`config.mk`:
```
export PLATFORM = sky130hd
export DESIGN_NAME = bounded_priority_queue
export DESIGN_NICKNAME = d
export VERILOG_FILES = /design/src/hw/rtl/bpq_pkg.sv /design/src/hw/rtl/bpq_cell.sv /design/src/hw/rtl/bounded_priority_queue.sv
export SDC_FILE = /design/constraint.sdc
export NUM_CORES = 2
export LEC_CHECK = 0
export BUFFER_PORTS_ARGS = -buffer_cell sky130_fd_sc_hd__buf_2
export CAP_MARGIN = 20
export CORE_UTILIZATION = 59
export CTS_BUF_LIST = sky130_fd_sc_hd__clkbuf_2
export DETAILED_ROUTE_END_ITERATION = 16
export PLACE_DENSITY_LB_ADDON = 0.12
export SYNTH_ARGS = -nofsm -noshare
export SYNTH_HDL_FRONTEND = slang
export SYNTH_SLANG_ARGS = --single-unit
```
`constraint.sdc`:
```
create_clock -name clk -period 10.7 [get_ports clk]
set_input_delay 2.14 -clock clk [delete_from_list [all_inputs] [get_ports clk]]
set_output_delay 2.14 -clock clk [all_outputs]
set_load 0.01 [all_outputs]
```
`src/hw/rtl/bpq_pkg.sv`:
```
// Package for the bounded priority queue: depth, widths, command, error and
// cell operation codes, and the stored entry type. No dependencies.
package bpq_pkg;

  localparam int DEPTH = 16;
  localparam int CNT_W = $clog2(DEPTH + 1);
  localparam int LIM_W = 5;
  // Width that holds both the count and the 5-bit limit register.
  localparam int CMP_W = (CNT_W > LIM_W) ? CNT_W : LIM_W;

  typedef enum logic [1:0] {
    CMD_ENQ = 2'd0,
    CMD_DEQ = 2'd1,
    CMD_CLR = 2'd2,
    CMD_NOP = 2'd3
  } cmd_e;

  typedef enum logic [1:0] {
    ERR_OK    = 2'd0,
    ERR_FULL  = 2'd1,
    ERR_EMPTY = 2'd2
  } err_e;

  typedef enum logic [1:0] {
    OP_HOLD   = 2'd0,
    OP_INSERT = 2'd1,
    OP_SHIFT  = 2'd2
  } cell_op_e;

  typedef struct packed {
    logic signed [31:0] val;
    logic signed [31:0] pri;
  } entry_t;

  // Broadcast from the control to every cell.
  typedef struct packed {
    cell_op_e op;
    entry_t   item;
  } cell_ctl_t;

endpackage

```
`src/hw/rtl/bpq_cell.sv`:
```
// One slot of the sorted chain: holds an entry and moves it, takes the new
// entry or takes a neighbor's entry. Depends on bpq_pkg.
module bpq_cell (
  input  logic                clk,
  input  bpq_pkg::cell_ctl_t  ctl,
  input  logic                occupied,
  input  logic                left_ge,
  input  bpq_pkg::entry_t     left_entry,
  input  bpq_pkg::entry_t     right_entry,
  output logic                ge,
  output bpq_pkg::entry_t     entry,
  output bpq_pkg::entry_t     entry_next
);

  // This slot stays ahead of the new entry.
  assign ge = occupied && (entry.pri >= ctl.item.pri);

  always_comb begin
    entry_next = entry;
    unique case (ctl.op)
      bpq_pkg::OP_INSERT: begin
        if (!ge) begin
          entry_next = left_ge ? ctl.item : left_entry;
        end
      end
      bpq_pkg::OP_SHIFT: entry_next = right_entry;
      default:           entry_next = entry;
    endcase
  end

  always_ff @(posedge clk) begin
    entry <= entry_next;
  end

endmodule

```
`src/hw/rtl/bounded_priority_queue.sv`:
```
// Top level of the bounded priority queue: control, limit register, result
// register and the chain of bpq_cell slots. Depends on bpq_pkg, bpq_cell.
//
//  channel  direction  handshake           payload
//  cfg      in         cfg_we              cfg_wdata (capacity_limit)
//  in       in         in_valid/in_stall   cmd, item_value, item_priority
//  out      out        out_valid/out_stall head_value, head_priority,
//                                          entry_count, is_empty, is_full,
//                                          error_code
//
// Each word is first captured into a register; at the chain step that follows,
// every slot compares its priority with the new one and shifts in parallel,
// and the result register loads at that same edge. The 32-bit signed compare in
// each cell sets the path. A result waiting under out_stall holds the chain
// step, so in_stall stays high until the result register frees up.
// Reset (rst, synchronous) empties the queue and sets the limit to 16; the
// slot contents are left as they are.
module bounded_priority_queue (
  input  logic               clk,
  input  logic               rst,
  input  logic               cfg_we,
  input  logic [4:0]         cfg_wdata,
  input  logic               in_valid,
  output logic               in_stall,
  input  logic [1:0]         cmd,
  input  logic signed [31:0] item_value,
  input  logic signed [31:0] item_priority,
  output logic               out_valid,
  input  logic               out_stall,
  output logic signed [31:0] head_value,
  output logic signed [31:0] head_priority,
  output logic [4:0]         entry_count,
  output logic               is_empty,
  output logic               is_full,
  output logic [1:0]         error_code
);

  localparam int DEPTH = bpq_pkg::DEPTH;
  localparam int CNT_W = bpq_pkg::CNT_W;
  localparam int CMP_W = bpq_pkg::CMP_W;

  // Control and captured word.
  logic                   busy;
  bpq_pkg::cmd_e          cmd_q;
  bpq_pkg::entry_t        item_q;
  logic [4:0]             capacity_limit;
  logic [CNT_W-1:0]       count;
  logic [CNT_W-1:0]       count_next;
  bpq_pkg::err_e          err;
  bpq_pkg::cell_ctl_t     ctl;
  logic                   step;
  logic [CMP_W-1:0]       eff_limit;
  logic                   full_now;
  logic                   full_next;

  // Chain signals.
  bpq_pkg::entry_t        cell_q    [DEPTH];
  bpq_pkg::entry_t        cell_next [DEPTH];
  logic [DEPTH-1:0]       ge;
  logic [DEPTH-1:0]       occupied;

  assign in_stall = busy;
  // Advance the chain only when the result register can take the outcome.
  assign step = busy && !(out_valid && out_stall);

  // Clamp the limit to the storage depth.
  always_comb begin
    if (CMP_W'(capacity_limit) < CMP_W'(DEPTH)) begin
      eff_limit = CMP_W'(capacity_limit);
    end else begin
      eff_limit = CMP_W'(DEPTH);
    end
  end

  assign full_now  = CMP_W'(count) >= eff_limit;
  assign full_next = CMP_W'(count_next) >= eff_limit;

  // Decode the captured command into a chain operation.
  always_comb begin
    count_next = count;
    err        = bpq_pkg::ERR_OK;
    ctl.op     = bpq_pkg::OP_HOLD;
    ctl.item   = item_q;
    unique case (cmd_q)
      bpq_pkg::CMD_ENQ: begin
        if (full_now) begin
          err = bpq_pkg::ERR_FULL;
        end else begin
          ctl.op     = bpq_pkg::OP_INSERT;
          count_next = count + CNT_W'(1);
        end
      end
      bpq_pkg::CMD_DEQ: begin
        if (count == '0) begin
          err = bpq_pkg::ERR_EMPTY;
        end else begin
          ctl.op     = bpq_pkg::OP_SHIFT;
          count_next = count - CNT_W'(1);
        end
      end
      bpq_pkg::CMD_CLR: count_next = '0;
      default:          count_next = count;
    endcase
    // Hold every slot unless this is the stepping cycle.
    if (!step) begin
      ctl.op = bpq_pkg::OP_HOLD;
    end
  end

  // The chain: slot 0 is the head. Slot 0 sees a virtual higher neighbor
  // that always ranks ahead; the last slot shifts in its own entry.
  for (genvar i = 0; i < DEPTH; i++) begin : g_cell
    logic            left_ge_i;
    bpq_pkg::entry_t left_i;
    bpq_pkg::entry_t right_i;

    assign occupied[i] = count > CNT_W'(i);

    if (i == 0) begin : g_first
      assign left_ge_i = 1'b1;
      assign left_i    = item_q;
    end else begin : g_mid
      assign left_ge_i = ge[i-1];
      assign left_i    = cell_q[i-1];
    end

    if (i == DEPTH - 1) begin : g_last
      assign right_i = cell_q[i];
    end else begin : g_inner
      assign right_i = cell_q[i+1];
    end

    bpq_cell u_cell (
      .clk         (clk),
      .ctl         (ctl),
      .occupied    (occupied[i]),
      .left_ge     (left_ge_i),
      .left_entry  (left_i),
      .right_entry (right_i),
      .ge          (ge[i]),
      .entry       (cell_q[i]),
      .entry_next  (cell_next[i])
    );
  end

  // Control state and the result register.
  always_ff @(posedge clk) begin
    if (rst) begin
      busy           <= 1'b0;
      out_valid      <= 1'b0;
      count          <= '0;
      capacity_limit <= 5'd16;
    end else begin
      if (cfg_we) begin
        capacity_limit <= cfg_wdata;
      end
      if (in_valid && !in_stall) begin
        busy <= 1'b1;
      end
      // A step refills the result register even as the old word leaves.
      if (step) begin
        busy      <= 1'b0;
        out_valid <= 1'b1;
        count     <= count_next;
      end else if (out_valid && !out_stall) begin
        out_valid <= 1'b0;
      end
    end
  end

  // Capture the word; payload needs no reset.
  always_ff @(posedge clk) begin
    if (in_valid && !in_stall) begin
      cmd_q      <= bpq_pkg::cmd_e'(cmd);
      item_q.val <= item_value;
      item_q.pri <= item_priority;
    end
    if (step) begin
      if (count_next != '0) begin
        head_value    <= cell_next[0].val;
        head_priority <= cell_next[0].pri;
      end else begin
        head_value    <= '0;
        head_priority <= '0;
      end
      entry_count <= 5'(CMP_W'(count_next));
      is_empty    <= (count_next == '0);
      is_full     <= full_next;
      error_code  <= err;
    end
  end

`ifndef SYNTHESIS
  a_count_bound : assert property (@(posedge clk) disable iff (rst)
    CMP_W'(count) <= CMP_W'(DEPTH))
    else $error("stored count exceeds depth");

  a_step_done : assert property (@(posedge clk) disable iff (rst)
    step |=> out_valid && !busy)
    else $error("chain step did not deliver a result");

  a_empty_head : assert property (@(posedge clk) disable iff (rst)
    out_valid && is_empty |-> head_value == 0 && head_priority == 0)
    else $error("empty queue shows a head entry");

  a_err_empty : assert property (@(posedge clk) disable iff (rst)
    out_valid && error_code == bpq_pkg::ERR_EMPTY |-> is_empty && entry_count == 0)
    else $error("dequeue refusal with entries stored");
`endif

endmodule

```
==> flow_metrics.tcl <==
set metrics [dict create \
    synth_area_um2 69100 \
    maxSlewHeadroom_pct 15.1 \
    cts_resized 0 \
    pre_cts_slack_ns 4.02 \
    yosysTopAreaCell "edfxtp_1" \
    setup.worst_path.start_class "flip-flop" \
    ant_nets 0 \
    numCtsBuffers 332 \
    synth.most_common_cell "edfxtp_1" \
    drv_cap 0 \
    worstSkewPairLatency_ns 1.82 \
    grt_pass1_vias 53029 \
    synth_top_area_share_pct 47.8 \
    tns_ns 0 \
    status "finished, final reports clean" \
    fp.dieW_um 344 \
    dp_hpwl_um 130000 \
    rsz0062_at_grt "no" \
    synth-seq-area-share_pct 50.0 \
    fin_crit_ns 6.08 \
    ioPinCount 151 \
    dieArea_um2 118000 \
    maxSlewViolCount 0 \
    fin_worst_skew_ns 0.201 \
    chipHeight_um 344 \
    reg2reg_to "g_cell[4].u_cell.entry[59]" \
    reg2reg_depth 14 \
    yosysWarnings 0 \
    syn2layout_area_growth_pct 6.95 \
    overflow 0 \
    ys_ff_latch 1175 \
    grt_usage_pct 33.3 \
    hold_class "flip-flop to flip-flop" \
    drc 0 \
    r2r-start "ctl[1]" \
    fin_nets 7152 \
    cp_max_fo 33 \
    cts_buffer_depth 4 \
    arrival_ns 7.37 \
    antenna_found_initial 6 \
    fill_cells 9551 \
    yosys-top-cells-count "edfxtp_1 (1099), nand2_1 (854), o21ai_0 (771), mux2i_1 (644), ha_1 (528)" \
    finalPower_w 0.0103 \
    p_per_area_nw_per_um2 139 \
    multiInputGateArea_um2 32400 \
    peakVddDrop_mv 0.124 \
    cts_setup_buffers 0 \
    crit_path_end_kind "flip-flop" \
    tightestPinTransition_ns 1.27 \
    ys_types 81 \
    netlist_instances 6417 \
    grt_pass1_wl_um 305000 \
    first_iter_violations 5170 \
    fin_util_pct 63.6 \
    io_buffers 150 \
    clock_sinks 1175 \
    cp-startpoint "ctl[1]" \
    power.leakage_nw 27.8 \
    dp.cells 7735 \
    hold_viol 0 \
    clk_pin_slew_ns 0.11 \
    fin_ws_ns 4.62 \
    worstSetupEndpoint "g_cell[4].u_cell.entry[59]" \
    seqCellArea_um2 34500 \
    async_flop_share_pct 0 \
    hold_buffers 0 \
    avgSynthCellArea_um2 10.8 \
    grt_max_degree 282 \
    final_cells 8303 \
    num_vias 54065 \
    dr.pass1.iters 7 \
    finalCritPeriodShare_pct 56.8 \
    h-tree-depth 5 \
    critPathKind "flip-flop to flip-flop" \
    synth_edf_count 1099 \
    wl_um 200000 \
    fmax_ghz 0.164 \
    gp_congestion 0.915 \
    cts_tree "done" \
    drive_above_1_share_pct 13.7 \
    vias_per_cell 6.51 \
    reg2reg_setup_slack_ns 4.62 \
    synthTopCellsByArea "edfxtp_1 (48%), ha_1 (9.6%), mux2i_1 (9.3%)" \
    wire_per_inst_um 24.0 \
    row_count 125 \
    start_util_pct 59.4 \
    coreArea_um2 116000 \
    setup-violations-final 0 \
    synth_fp_nets 7021 \
    root_buffer "clkbuf_2" \
    synthFlopType "edfxtp_1" \
    required_ns 11.99 \
]
[state kept, by name, indices dropped and copies added (netlist names)]
register / cells
capacity_limit: 5
cmd_q: 2
count: 5
ctl: 64
entry_count: 5
error_code: 2
g_cell.u_cell.entry: 1024
head_priority: 32
head_value: 32
in_stall: 1
is_empty: 1
is_full: 1
out_valid: 1
[where the power goes]
part           total [W]  internal (W)  switching [W]
registers        0.00547       0.00530       0.000177
logic            0.00158      0.000544        0.00104
clock network    0.00321       0.00123        0.00198
[metrics by stage]
step / hold slack (ns) / area (um^2)
floorplan: 0.452 / 69100
global placement: 0.472 / 71000
detailed placement: 0.485 / 71000
CTS: 0.402 / 73800
global route: 0.449 / 73900
finish: 0.500 / 73900
[worst max-delay path, stage by stage (launching register included)]
cell	delay [ns]
edfxtp_1	0.79
inv_1	0.29
buf_4	0.29
ha_1	0.33
nor2b_1	0.14
o211ai_1	0.15
a2111oi_0	0.15
or4b_1	0.61
a32o_1	0.31
nor2_4	0.41
buf_4	0.56
buf_4	0.73
nor2_1	0.16
nor2_4	0.13
buf_4	0.51
[layer usage]
metal | part of all wire, % | routed length (um) | GRT usage, % | vias to the layer above
met2 | 46 | 91500 | 52.3 | 2441
met3 | 8.2 | 16500 | 6.00 | 429
li1 | - | - | - | 24692
met1 | 42 | 84100 | 45.4 | 26497
met5 | 0.022 | 44 | 0 | -
met4 | 3.7 | 7460 | 14.5 | 6
[layout by cell type (no fill, tap or decap), types with 48 or more instances in the layout]
master / n
nor3_2: 48
nand4_1: 101
buf_4: 111
a21o_1: 98
mux2i_1: 643
nor2_1: 268
inv_1: 143
a21oi_1: 314
nand2b_1: 73
o21ai_0: 771
buf_2: 150
clkbuf_2: 489
a22o_1: 63
nand2_1: 854
nand3_1: 102
a2bb2oi_1: 64
edfxtp_1: 1099
clkinv_1: 55
dfxtp_1: 76
a221oi_1: 51
o21ai_1: 53
a22oi_1: 63
o221ai_1: 65
ha_1: 526
a31oi_1: 72
[worst min-delay path by stage]
stage / start / to / slack, ns / cells after the start
5_1_grt: item_value[16] / ctl[48] / 0.45 / 1
2_1_floorplan: capacity_limit[0] / capacity_limit[0] / 0.45 / 2
3_5_place_dp: capacity_limit[0] / capacity_limit[0] / 0.49 / 2
6_report: capacity_limit[0] / capacity_limit[0] / 0.50 / 2
4_1_cts: item_value[11] / ctl[43] / 0.40 / 1
3_3_place_gp: capacity_limit[0] / capacity_limit[0] / 0.47 / 2
[logic make-up (layout without fill, tap and decap cells)]
kind of cell               Yosys count  in the layout  share of synthesized area (%)
xor gates and xnor gates             1              1                         0.0127
adders and majority gates          529            529                           9.58
DFF                               1175           1175                           50.0
muxes                              677            677                           9.87
buffers and inverters              617            971                           3.75
AOI/OAI and AO/OA                 1782           1782                           15.9
other                                0              8                              0
and+or+nand+nor                   1636           1636                           10.9
[layout make-up]
type                       instances  area share (%)
sequential                      1175            46.7
inverter                         144           0.738
tap                             1524            2.58
timing repair buffer             270            2.41
antenna                            8          0.0271
multi-input combinational       4625            43.8
clock buffer                     489            3.31
clock inverter                    68           0.398
(Power assumes the default switching activity.)
